File: src/fpl_pkg.sv
// ----------------------------------------------------------------------------
// fpl_pkg: shared types and constants of the four-pole ladder filter
// fixed point formats, sequencer steps, state codes and saturation helpers
// ----------------------------------------------------------------------------
package fpl_pkg;

  localparam int unsigned FPL_CHANNELS = 2;

  localparam int unsigned SAMPLE_W   = 24;
  localparam int unsigned CUTOFF_W   = 16;
  localparam int unsigned RES_W      = 16;
  localparam int unsigned CFG_IDX_W  = 1;
  localparam int unsigned CFG_DATA_W = 16;
  localparam int unsigned STATE_W    = 32;
  localparam int unsigned OP_W       = 33;
  localparam int unsigned PROD_W     = 2 * OP_W;
  localparam int unsigned WIDE_W     = 36;

  typedef logic signed [OP_W-1:0]    fpl_op_t;
  typedef logic signed [PROD_W-1:0]  fpl_prod_t;
  typedef logic signed [WIDE_W-1:0]  fpl_wide_t;
  typedef logic signed [STATE_W-1:0] fpl_word_t;

  typedef enum logic [CFG_IDX_W-1:0] {
    CFG_RESONANCE = 1'b0,
    CFG_HIGHPASS  = 1'b1
  } fpl_cfg_idx_e;

  typedef enum logic {
    ST_IDLE,
    ST_RUN
  } fpl_state_e;

  // sequencer step: step k issues multiplication k and retires k-1
  typedef logic [4:0] fpl_step_t;

  localparam fpl_step_t STP_CUT  = 5'd0;
  localparam fpl_step_t STP_IN0  = 5'd1;
  localparam fpl_step_t STP_FF   = 5'd2;
  localparam fpl_step_t STP_IN1  = 5'd3;
  localparam fpl_step_t STP_T    = 5'd4;
  localparam fpl_step_t STP_FF2  = 5'd5;
  localparam fpl_step_t STP_FB   = 5'd6;
  localparam fpl_step_t STP_G    = 5'd7;
  localparam fpl_step_t STP_FBK  = 5'd8;
  localparam fpl_step_t STP_IN2  = 5'd9;
  localparam fpl_step_t STP_GAIN = 5'd10;
  localparam fpl_step_t STP_Y0   = 5'd11;
  localparam fpl_step_t STP_Y1   = 5'd12;
  localparam fpl_step_t STP_Y2   = 5'd13;
  localparam fpl_step_t STP_IN3  = 5'd14;
  localparam fpl_step_t STP_Y3   = 5'd15;
  localparam fpl_step_t STP_TAIL = 5'd16;
  localparam fpl_step_t STP_OUT  = 5'd17;

  // coefficients
  localparam fpl_op_t K_116   = 33'sd76022;      // 1.16 in Q16
  localparam fpl_op_t K_015   = 33'sd9830;       // 0.15 in Q16
  localparam fpl_op_t K_GAIN  = 33'sd22946;      // 0.35013 in Q16
  localparam fpl_op_t K_03    = 33'sd322122547;  // 0.3 in Q30
  localparam fpl_op_t ONE_Q30 = 33'sd1073741824;

  localparam fpl_wide_t W_MAX32 = 36'sd2147483647;
  localparam fpl_wide_t W_MIN32 = -36'sd2147483648;
  localparam fpl_word_t W_MAX24 = 32'sd8388607;
  localparam fpl_word_t W_MIN24 = -32'sd8388608;

  function automatic fpl_word_t sat32(input fpl_wide_t v);
    fpl_word_t r;
    if (v > W_MAX32) begin
      r = 32'sh7fffffff;
    end else if (v < W_MIN32) begin
      r = 32'sh80000000;
    end else begin
      r = v[STATE_W-1:0];
    end
    return r;
  endfunction

  function automatic logic signed [SAMPLE_W-1:0] sat24(input fpl_word_t v);
    logic signed [SAMPLE_W-1:0] r;
    if (v > W_MAX24) begin
      r = 24'sh7fffff;
    end else if (v < W_MIN24) begin
      r = 24'sh800000;
    end else begin
      r = v[SAMPLE_W-1:0];
    end
    return r;
  endfunction

endpackage

File: src/fpl_in_if.sv
// ----------------------------------------------------------------------------
// fpl_in_if: sample input channel
// valid/ready handshake carrying one sample, its channel and the cutoff
// ----------------------------------------------------------------------------
interface fpl_in_if import fpl_pkg::*; ();

  logic                       valid;
  logic                       ready;
  logic signed [SAMPLE_W-1:0] sample_in;
  logic                       channel;
  logic [CUTOFF_W-1:0]        cutoff;

  modport source (output valid, output sample_in, output channel, output cutoff,
                  input ready);
  modport sink   (input valid, input sample_in, input channel, input cutoff,
                  output ready);

endinterface

File: src/fpl_out_if.sv
// ----------------------------------------------------------------------------
// fpl_out_if: filtered sample output channel
// valid/ready handshake carrying one filtered sample and its channel
// ----------------------------------------------------------------------------
interface fpl_out_if import fpl_pkg::*; ();

  logic                       valid;
  logic                       ready;
  logic signed [SAMPLE_W-1:0] sample_out;
  logic                       out_channel;

  modport source (output valid, output sample_out, output out_channel, input ready);
  modport sink   (input valid, input sample_out, input out_channel, output ready);

endinterface

File: src/four_pole_ladder_filter_top.sv
// ----------------------------------------------------------------------------
// four_pole_ladder_filter_top: resonant four-pole ladder filter
// sequencing: the single 33x33 multiplier runs the 16 multiplications of a
//   sample one after the other; a new request is taken only while idle, once the
//   previous result has been handed to a free or ready output register
// reset: asynchronous, clears config, sequencer, output valid and all pole
//   state at once; the block is ready straight out of reset
// ----------------------------------------------------------------------------
module four_pole_ladder_filter_top import fpl_pkg::*; #(
  parameter int unsigned CHANNELS = FPL_CHANNELS
) (
  input  logic                  clk_i,
  input  logic                  rst_ni,
  fpl_in_if.sink                in_i,
  fpl_out_if.source             out_o,
  input  logic                  cfg_we_i,
  input  logic [CFG_IDX_W-1:0]  cfg_idx_i,
  input  logic [CFG_DATA_W-1:0] cfg_data_i
);

  localparam int unsigned DEPTH = 4 * CHANNELS;
  localparam int unsigned AW    = $clog2(DEPTH);

  // config
  logic [RES_W-1:0] res_q;
  logic             hp_q;

  always_ff @(posedge clk_i or negedge rst_ni) begin
    if (!rst_ni) begin
      res_q <= '0;
      hp_q  <= 1'b0;
    end else if (cfg_we_i) begin
      case (fpl_cfg_idx_e'(cfg_idx_i))
        CFG_RESONANCE: res_q <= cfg_data_i;
        CFG_HIGHPASS:  hp_q  <= cfg_data_i[0];
        default: ;
      endcase
    end
  end

  // sequencer
  fpl_state_e state_q, state_d;
  fpl_step_t  step_q;
  logic       in_ready, busy, in_fire, done, out_valid_q;

  always_comb begin
    in_ready = 1'b0;
    busy     = 1'b0;
    case (state_q)
      ST_IDLE: in_ready = 1'b1;
      ST_RUN:  busy     = 1'b1;
      default: ;
    endcase
  end

  assign in_fire = in_i.valid && in_ready;
  assign done    = busy && (step_q == STP_OUT) && (!out_valid_q || out_o.ready);

  always_comb begin
    state_d = state_q;
    case (state_q)
      ST_IDLE: if (in_fire) state_d = ST_RUN;
      ST_RUN:  if (done) state_d = ST_IDLE;
      default: state_d = ST_IDLE;
    endcase
  end

  always_ff @(posedge clk_i or negedge rst_ni) begin
    if (!rst_ni) begin
      state_q <= ST_IDLE;
      step_q  <= STP_CUT;
    end else begin
      state_q <= state_d;
      if (in_fire) begin
        step_q <= STP_CUT;
      end else if (busy && step_q != STP_OUT) begin
        step_q <= step_q + 5'd1;
      end
    end
  end

  // captured request
  logic signed [SAMPLE_W-1:0] sample_q;
  logic [CUTOFF_W-1:0]        cut_q;
  logic                       ch_q;

  always_ff @(posedge clk_i) begin
    if (in_fire) begin
      sample_q <= in_i.sample_in;
      cut_q    <= in_i.cutoff;
      ch_q     <= in_i.channel;
    end
  end

  assign in_i.ready = in_ready;

  fpl_wide_t s26_w;
  assign s26_w = {{8{sample_q[SAMPLE_W-1]}}, sample_q, 4'b0000};

  // pole state, entry 4*channel + pole
  fpl_word_t pin_q  [DEPTH];
  fpl_word_t pout_q [DEPTH];
  logic [1:0]    rd_pole, wr_pole;
  logic [AW-1:0] rd_addr, wr_addr;
  logic          pole_we;
  fpl_word_t     pin_rd, pout_rd;

  // pole read by the multiplication issued in this step
  always_comb begin
    case (step_q)
      STP_IN1, STP_Y1:          rd_pole = 2'd1;
      STP_IN2, STP_Y2:          rd_pole = 2'd2;
      STP_IN3, STP_Y3, STP_FBK: rd_pole = 2'd3;
      default:                  rd_pole = 2'd0;
    endcase
  end

  // pole whose output is retired in this step
  always_comb begin
    case (step_q)
      STP_Y2:   wr_pole = 2'd1;
      STP_IN3:  wr_pole = 2'd2;
      STP_TAIL: wr_pole = 2'd3;
      default:  wr_pole = 2'd0;
    endcase
  end

  // channels beyond the store wrap through the address truncation
  assign rd_addr = AW'({ch_q, rd_pole});
  assign wr_addr = AW'({ch_q, wr_pole});
  assign pin_rd  = pin_q[rd_addr];
  assign pout_rd = pout_q[rd_addr];

  // working registers
  logic [30:0] f_q, f_d, ff_q, ff_d, tmp_q, tmp_d;
  fpl_word_t   finv_q, finv_d, x_q, x_d;
  fpl_op_t     fb_q, fb_d;
  logic [29:0] g_q, g_d;
  fpl_word_t   p_q [4];
  fpl_word_t   p_d [4];

  // shared multiplier
  fpl_op_t   mul_a, mul_b;
  fpl_prod_t prod;
  fpl_wide_t prod_fl30;

  fpl_mul u_mul (
    .clk_i (clk_i),
    .a_i   (mul_a),
    .b_i   (mul_b),
    .p_o   (prod)
  );

  assign prod_fl30 = prod[PROD_W-1:30];

  // operand selection per step
  always_comb begin
    mul_a   = '0;
    mul_b   = '0;
    case (step_q)
      STP_CUT: begin
        mul_a = {17'b0, cut_q};
        mul_b = K_116;
      end
      STP_IN0, STP_IN1, STP_IN2, STP_IN3: begin
        mul_a = {pin_rd[STATE_W-1], pin_rd};
        mul_b = K_03;
      end
      STP_FF: begin
        mul_a = {2'b00, f_q};
        mul_b = {2'b00, f_q};
      end
      STP_T: begin
        mul_a = {2'b00, ff_q};
        mul_b = K_015;
      end
      STP_FF2: begin
        mul_a = {2'b00, ff_q};
        mul_b = {2'b00, ff_q};
      end
      STP_FB: begin
        mul_a = {17'b0, res_q};
        mul_b = ONE_Q30 - {2'b00, tmp_q};
      end
      STP_G: begin
        mul_a = {2'b00, tmp_q};
        mul_b = K_GAIN;
      end
      STP_FBK: begin
        mul_a   = {pout_rd[STATE_W-1], pout_rd};
        mul_b   = fb_q;
      end
      STP_GAIN: begin
        mul_a = {x_q[STATE_W-1], x_q};
        mul_b = {3'b000, g_q};
      end
      STP_Y0, STP_Y1, STP_Y2, STP_Y3: begin
        mul_a = {pout_rd[STATE_W-1], pout_rd};
        mul_b = {finv_q[STATE_W-1], finv_q};
      end
      default: ;
    endcase
  end

  // retire the product issued in the previous step
  fpl_word_t pole_y;
  assign pole_y = sat32({{4{x_q[STATE_W-1]}}, x_q}
                        + {{4{p_q[wr_pole][STATE_W-1]}}, p_q[wr_pole]} + prod_fl30);

  always_comb begin
    f_d     = f_q;
    finv_d  = finv_q;
    ff_d    = ff_q;
    tmp_d   = tmp_q;
    fb_d    = fb_q;
    g_d     = g_q;
    x_d     = x_q;
    p_d     = p_q;
    pole_we = 1'b0;
    if (busy) begin
      case (step_q)
        STP_IN0: begin
          f_d    = prod[32:2];
          finv_d = 32'sd1073741824 - $signed({1'b0, prod[32:2]});
        end
        STP_FF:   p_d[0] = prod_fl30[STATE_W-1:0];
        STP_IN1:  ff_d   = prod[60:30];
        STP_T:    p_d[1] = prod_fl30[STATE_W-1:0];
        STP_FF2:  tmp_d  = prod[46:16];   // 0.15 * f^2
        STP_FB:   tmp_d  = prod[60:30];   // f^4
        STP_G:    fb_d   = prod[46:14];
        STP_FBK:  g_d    = prod[45:16];
        STP_IN2:  x_d    = sat32(s26_w - prod_fl30);   // resonance feedback
        STP_GAIN: p_d[2] = prod_fl30[STATE_W-1:0];
        STP_Y0:   x_d    = sat32(prod_fl30);
        STP_Y3:   p_d[3] = prod_fl30[STATE_W-1:0];
        STP_Y1, STP_Y2, STP_IN3, STP_TAIL: begin
          pole_we = 1'b1;
          x_d     = pole_y;
        end
        default: ;
      endcase
    end
  end

  always_ff @(posedge clk_i) begin
    f_q    <= f_d;
    finv_q <= finv_d;
    ff_q   <= ff_d;
    tmp_q  <= tmp_d;
    fb_q   <= fb_d;
    g_q    <= g_d;
    x_q    <= x_d;
    p_q    <= p_d;
  end

  always_ff @(posedge clk_i or negedge rst_ni) begin
    if (!rst_ni) begin
      for (int i = 0; i < DEPTH; i++) begin
        pin_q[i]  <= '0;
        pout_q[i] <= '0;
      end
    end else if (pole_we) begin
      // x_q still holds this pole's input
      pin_q[wr_addr]  <= x_q;
      pout_q[wr_addr] <= pole_y;
    end
  end

  // result
  fpl_wide_t                  res_v;
  logic signed [SAMPLE_W-1:0] sample_out_q;
  logic                       out_ch_q;

  assign res_v = hp_q ? (s26_w - {{4{x_q[STATE_W-1]}}, x_q})
                      : {{4{x_q[STATE_W-1]}}, x_q};

  always_ff @(posedge clk_i or negedge rst_ni) begin
    if (!rst_ni) begin
      out_valid_q <= 1'b0;
    end else if (done) begin
      out_valid_q <= 1'b1;
    end else if (out_o.ready) begin
      out_valid_q <= 1'b0;
    end
  end

  always_ff @(posedge clk_i) begin
    if (done) begin
      sample_out_q <= sat24(res_v[WIDE_W-1:4]);
      out_ch_q     <= ch_q;
    end
  end

  assign out_o.valid       = out_valid_q;
  assign out_o.sample_out  = sample_out_q;
  assign out_o.out_channel = out_ch_q;

  // checks
  a_start: assert property (@(posedge clk_i) disable iff (!rst_ni)
    in_fire |=> (state_q == ST_RUN) && (step_q == STP_CUT))
    else $error("sequencer did not start after request");

  a_step_range: assert property (@(posedge clk_i) disable iff (!rst_ni)
    step_q <= STP_OUT)
    else $error("step counter ran past the last step");

  a_out_src: assert property (@(posedge clk_i) disable iff (!rst_ni)
    $rose(out_valid_q) |-> $past(state_q == ST_RUN && step_q == STP_OUT))
    else $error("result appeared outside the final step");

  a_out_ch: assert property (@(posedge clk_i) disable iff (!rst_ni)
    $rose(out_valid_q) |-> (out_ch_q == ch_q))
    else $error("result channel differs from request channel");

  a_no_overrun: assert property (@(posedge clk_i) disable iff (!rst_ni)
    (out_valid_q && !out_o.ready && busy && step_q == STP_OUT) |=> (state_q == ST_RUN))
    else $error("pending result overwritten");

endmodule

File: src/fpl_mul.sv
// ----------------------------------------------------------------------------
// fpl_mul: shared signed multiplier
// one 33x33 signed multiply per cycle, product registered
// ----------------------------------------------------------------------------
module fpl_mul import fpl_pkg::*; (
  input  logic      clk_i,
  input  fpl_op_t   a_i,
  input  fpl_op_t   b_i,
  output fpl_prod_t p_o
);

  fpl_prod_t prod_q;

  always_ff @(posedge clk_i) begin
    prod_q <= a_i * b_i;
  end

  assign p_o = prod_q;

endmodule
File: src/flat_wrapper.sv
// flat-port wrapper written by rule: the top's interface ports become plain ports
module four_pole_ladder_filter_top_flat import fpl_pkg::*;
#(
  parameter int unsigned CHANNELS = FPL_CHANNELS
)
  (clk_i, rst_ni, cfg_we_i, cfg_idx_i, cfg_data_i, in_i_valid, in_i_sample_in, in_i_channel, in_i_cutoff, in_i_ready, out_o_valid, out_o_sample_out, out_o_out_channel, out_o_ready);
  fpl_in_if in_i_i ();
  fpl_out_if out_o_i ();
  input  logic clk_i;
  input  logic rst_ni;
  input  logic cfg_we_i;
  input  logic [CFG_IDX_W-1:0] cfg_idx_i;
  input  logic [CFG_DATA_W-1:0] cfg_data_i;
  input wire logic [$bits(in_i_i.valid)-1:0] in_i_valid;
  input wire logic [$bits(in_i_i.sample_in)-1:0] in_i_sample_in;
  input wire logic [$bits(in_i_i.channel)-1:0] in_i_channel;
  input wire logic [$bits(in_i_i.cutoff)-1:0] in_i_cutoff;
  output wire logic [$bits(in_i_i.ready)-1:0] in_i_ready;
  output wire logic [$bits(out_o_i.valid)-1:0] out_o_valid;
  output wire logic [$bits(out_o_i.sample_out)-1:0] out_o_sample_out;
  output wire logic [$bits(out_o_i.out_channel)-1:0] out_o_out_channel;
  input wire logic [$bits(out_o_i.ready)-1:0] out_o_ready;
  assign in_i_i.valid = in_i_valid;
  assign in_i_i.sample_in = in_i_sample_in;
  assign in_i_i.channel = in_i_channel;
  assign in_i_i.cutoff = in_i_cutoff;
  assign in_i_ready = in_i_i.ready;
  assign out_o_valid = out_o_i.valid;
  assign out_o_sample_out = out_o_i.sample_out;
  assign out_o_out_channel = out_o_i.out_channel;
  assign out_o_i.ready = out_o_ready;
  four_pole_ladder_filter_top #(.CHANNELS(CHANNELS)) u_core (.clk_i(clk_i), .rst_ni(rst_ni), .in_i(in_i_i), .out_o(out_o_i), .cfg_we_i(cfg_we_i), .cfg_idx_i(cfg_idx_i), .cfg_data_i(cfg_data_i));
endmodule
File: config.mk
export PLATFORM = sky130hd
export DESIGN_NAME = four_pole_ladder_filter_top_flat
export DESIGN_NICKNAME = d
export VERILOG_FILES = /design/src/fpl_pkg.sv /design/src/fpl_in_if.sv /design/src/fpl_out_if.sv /design/src/four_pole_ladder_filter_top.sv /design/src/fpl_mul.sv /design/src/flat_wrapper.sv
export SDC_FILE = /design/constraint.sdc
export NUM_CORES = 2
export LEC_CHECK = 0
export BUFFER_PORTS_ARGS = -buffer_cell sky130_fd_sc_hd__buf_2
export CORE_UTILIZATION = 45
export CTS_BUF_LIST = sky130_fd_sc_hd__clkbuf_4
export DETAILED_ROUTE_END_ITERATION = 7
export PLACE_DENSITY = 0.69
export SYNTH_ARGS = -nofsm -noshare
export SYNTH_HDL_FRONTEND = slang
export SYNTH_SLANG_ARGS = --single-unit
File: constraint.sdc
create_clock -name clk_i -period 10 [get_ports clk_i]
set_input_delay 2 -clock clk_i [delete_from_list [all_inputs] [get_ports clk_i]]
set_output_delay 2 -clock clk_i [all_outputs]
set_load 0.01 [all_outputs]
==> results by group <==
Synth
  – Post-Syn Nets: 10100
  – Synth warn: 0
  – Synthesized area: 86200 um^2
  – Syn Area/Cell: 10.1 um^2
  – Number of synthesized flops with an enable pin: 413
  – Yosys cell types: 89
  – Synth Register Bits: 1013
  – Asr flop ratio synth: 52.9%
  – Most used flip-flop cell after synthesis: dfrtp_1
  – Cells after Synth: 8551
  – Sequential area share after synthesis: 31.4%

Critical path
  – Crit end category: flop
  – Critical Path AT: 11.23 ns
  – Critical path's largest stage delay: 0.60 ns
  – Slowest-stage cell, CP: fa_2
  – CP max FO: 7
  – Crit Path Category: reg2reg
  – Worst Setup Start Kind: flop
  – Top cell by count, worst path: fa_1
  – Worst EP required: 11.04 ns

Cells and area
  – Final net count: 11000
  – Post-route cell area: 103000 um^2
  – Final Core Density: 54.0%
  – Final Non-Filler Cells: 12200
  – Area Overhead vs Synth: 19.1%
  – Filler cell count: 16600
  – Ratio of cells with drive above 1 in the final layout: 21.6%

Floorplan
  – Die width: 440 um
  – Core Area: 190000 um^2
  – Die ar.: 193000 um^2
  – Initial Util: 45.3%
  – I/O Pins: 90
  – FP Rows: 160
  – DIE HEIGHT: 440 um

Clock network
  – CTS buffer count: 290
  – Skew-Pair Late Insertion Delay: 1.31 ns
  – Clock Sinks: 1013
  – CTS tree: yes
  – H-tree levels: 5
  – Root Driver: clkbuf_4
  – Hold buffer count at CTS: 0
  – Max Root-Sink Buffers: 4
  – Clk slew on worst S/H paths: 0.06 ns

Outcome
  – Failing checks: setup timing
  – Status: finished with violations

Drt
  – Wire per inst: 25.9 um
  – Initial DRC count: 7137
  – Vias: 70000
  – DR vias/cell: 5.74
  – DR pass1 iterations: 7
  – DRC Markers: 0
  – Post-route ant nets: 0
  – Final WL: 315000 um

Timing
  – Period utilization: 102%
  – Final worst-path setup slack: -0.181 ns
  – Slew HR: 17.0%
  – Clock Skews: 0.150 ns
  – Final Max Tran Viols: 0
  – F_max: 98.2 MHz
  – Final setup fails: 10
  – Fin crit period: 10.18 ns
  – RSZ-0062 raised after global routing: true
  – Final Hold Fails: 0
  – Tightest Pin Transition: 1.23 ns

Job
  – Max_cap viols: 0

Global routing
  – Largest net degree at the start of global routing: 89
  – Antenna violations before repair: 22
  – First-pass GRT wire length: 465000 um
  – Via count of the first global-routing pass: 72100
  – Grt ovf: 0
  – Total GRT Usage: 32.8%

Placed design
  – Buffers added on ports: 89
  – Hpwl dp: 248000 um
  – Dpl cell area: 96800 um^2
  – Placed cells: 11600
  – GPL Wtd Cong: 1.02

Min path
  – Worst hold path type: reg2reg
-- cell families after synthesis --
group / Yosys count / synth area share (%)
AO/OA/AOI/OAI: 1502 / 11.0
buffers and inverters: 1697 / 7.45
flip-flops: 1013 / 31.4
XOR/XNOR: 239 / 2.44
AND/OR/NAND/NOR: 2358 / 11.4
multiplexers: 268 / 5.05
adder cells (fa/ha/maj): 1474 / 31.2
-- stage by stage --
| step | TNS, ns | hold slack (ns) | setup slack [ns] |
|---|---|---|---|
| 2_1_floorplan | -0.0617 | 0.441 | -0.0617 |
| 3_5_place_dp | -6.94 | 0.461 | -0.638 |
| 4_1_cts | -0.416 | 0.476 | -0.128 |
| 3_3_place_gp | -9.09 | 0.452 | -0.697 |
| 5_1_grt | -4.57 | 0.492 | -0.435 |
| 6_report | -0.955 | 0.474 | -0.181 |
-- placed cells by master, fill, tap and decap left out, types with 36 or more instances in the layout --
master	netlist	layout
a21o_1	98	98
a21oi_1	208	181
a222oi_1	44	44
a22oi_1	97	97
and2_1	52	45
buf_12	0	106
buf_2	26	88
buf_4	4	834
buf_6	1	47
clkbuf_4	0	403
clkinv_1	4	61
dfrtp_1	536	535
dfxtp_1	64	64
edfxtp_1	413	413
fa_1	1124	1088
fa_2	0	36
ha_1	350	329
inv_1	1241	1217
mux2_2	58	58
mux2i_1	82	72
mux4_2	128	128
nand2_1	1350	1339
nand3_1	79	69
nor2_1	581	551
o21ai_0	676	662
xnor2_1	160	151
xor2_1	78	75
-- per-layer routing --
metal / GRT usage [%] / up-vias / share of wire (%)
li1: - / 30100 / -
met1: 41.6 / 35200 / 38
met2: 50.6 / 3867 / 45
met3: 7.79 / 860 / 10
met4: 20.7 / 10 / 7.6
met5: 0 / - / 0.018
-- area by class of cell --
class,count,area (um^2),share of cell area [%]
antenna,9,22.5,0.0219
inverter,1245,4680,4.56
tap,2511,3140,3.06
timing repair buffer,1092,9740,9.49
multi-input combinational,5841,54500,53.1
clock buffer,403,3030,2.95
clock inverter,81,402,0.391
sequential,1013,27100,26.4
-- final timing paths --
kind                                                    from  slack (ns)  depth (start not counted)                             end
min in group asynchronous                             rst_ni        0.70                          1     u_core.res_q[0]$_DFFE_PN0P_
worst max-delay path               u_core.tmp_q[3]$_DFFE_PP_       -0.18                         37    u_core.u_mul.p_o[63]$_DFF_P_
worst max register to register     u_core.tmp_q[3]$_DFFE_PP_       -0.18                         37    u_core.u_mul.p_o[63]$_DFF_P_
worst min register to register  u_core.pin_q[35]$_DFFE_PN0P_        0.47                          2    u_core.pin_q[35]$_DFFE_PN0P_
worst min-delay path            u_core.pin_q[35]$_DFFE_PN0P_        0.47                          2    u_core.pin_q[35]$_DFFE_PN0P_
max in group asynchronous                             rst_ni        6.81                          3  u_core.pout_q[199]$_DFFE_PN0P_
-- worst max-delay path: cells and delay by family (launching register included) --
family                   cells  cell delay, ns
AO/OA/AOI/OAI                9            1.73
flip-flops                   1            0.44
buffers and inverters        7            0.85
adder cells (fa/ha/maj)      9            3.68
XOR/XNOR                     2            0.32
AND/OR/NAND/NOR             10            2.88
-- synthesized netlist by cell type, types with 34 or more instances --
cell	number	share of area, %
o21ai_0	676	3.9
dfxtp_1	64	1.5
nor2_1	581	2.5
dfrtp_1	536	16
a21oi_1	208	1.2
mux4_2	128	3.3
o21a_1	34	0.30
nand2_1	1350	5.9
a22oi_1	97	0.84
a21o_1	98	0.85
nand3_1	79	0.46
xor2_1	78	0.79
xnor2_1	160	1.6
mux2_2	58	0.76
nor3_1	53	0.31
clkbuf_1	402	1.8
a221oi_1	46	0.47
edfxtp_1	413	14
ha_1	350	5.1
mux2i_1	82	0.95
inv_1	1241	5.4
fa_1	1124	26
a222oi_1	44	0.51
and2_1	52	0.38
-- sequential cells by signal, summed over array words and instances (netlist names) --
| signal | count |
|---|---|
| u_core.step_q | 5 |
| u_core.g_q | 30 |
| u_core.res_q | 16 |
| u_core.hp_q | 1 |
| u_core.cut_q | 16 |
| u_core.tmp_q | 31 |
| u_core.ff_q | 31 |
| u_core.u_mul.p_o | 64 |
| u_core.ch_q | 1 |
| u_core.p_q | 128 |
| u_core.pout_q | 256 |
| u_core.finv_q | 31 |
| u_core.pin_q | 256 |
| u_core.state_q | 1 |
| u_core.x_q | 32 |
| u_core.f_q | 31 |
| u_core.out_o.sample_out | 24 |
| u_core.sample_q | 24 |
| u_core.out_o.valid | 1 |
| u_core.fb_q | 33 |
| u_core.out_o.out_channel | 1 |
-- repair_timing --
| item | CTS | global route |
|---|---|---|
| pin swaps | 46 | 100 |
| setup buffers | 26 | 38 |
| setup endpoints to repair | 25 | 54 |
| resized for setup | 113 | 246 |
| cloned | 3 | 7 |
Power is not shown: default switching activity piles up to over one toggle a cycle in this logic, so the estimate is an artifact.
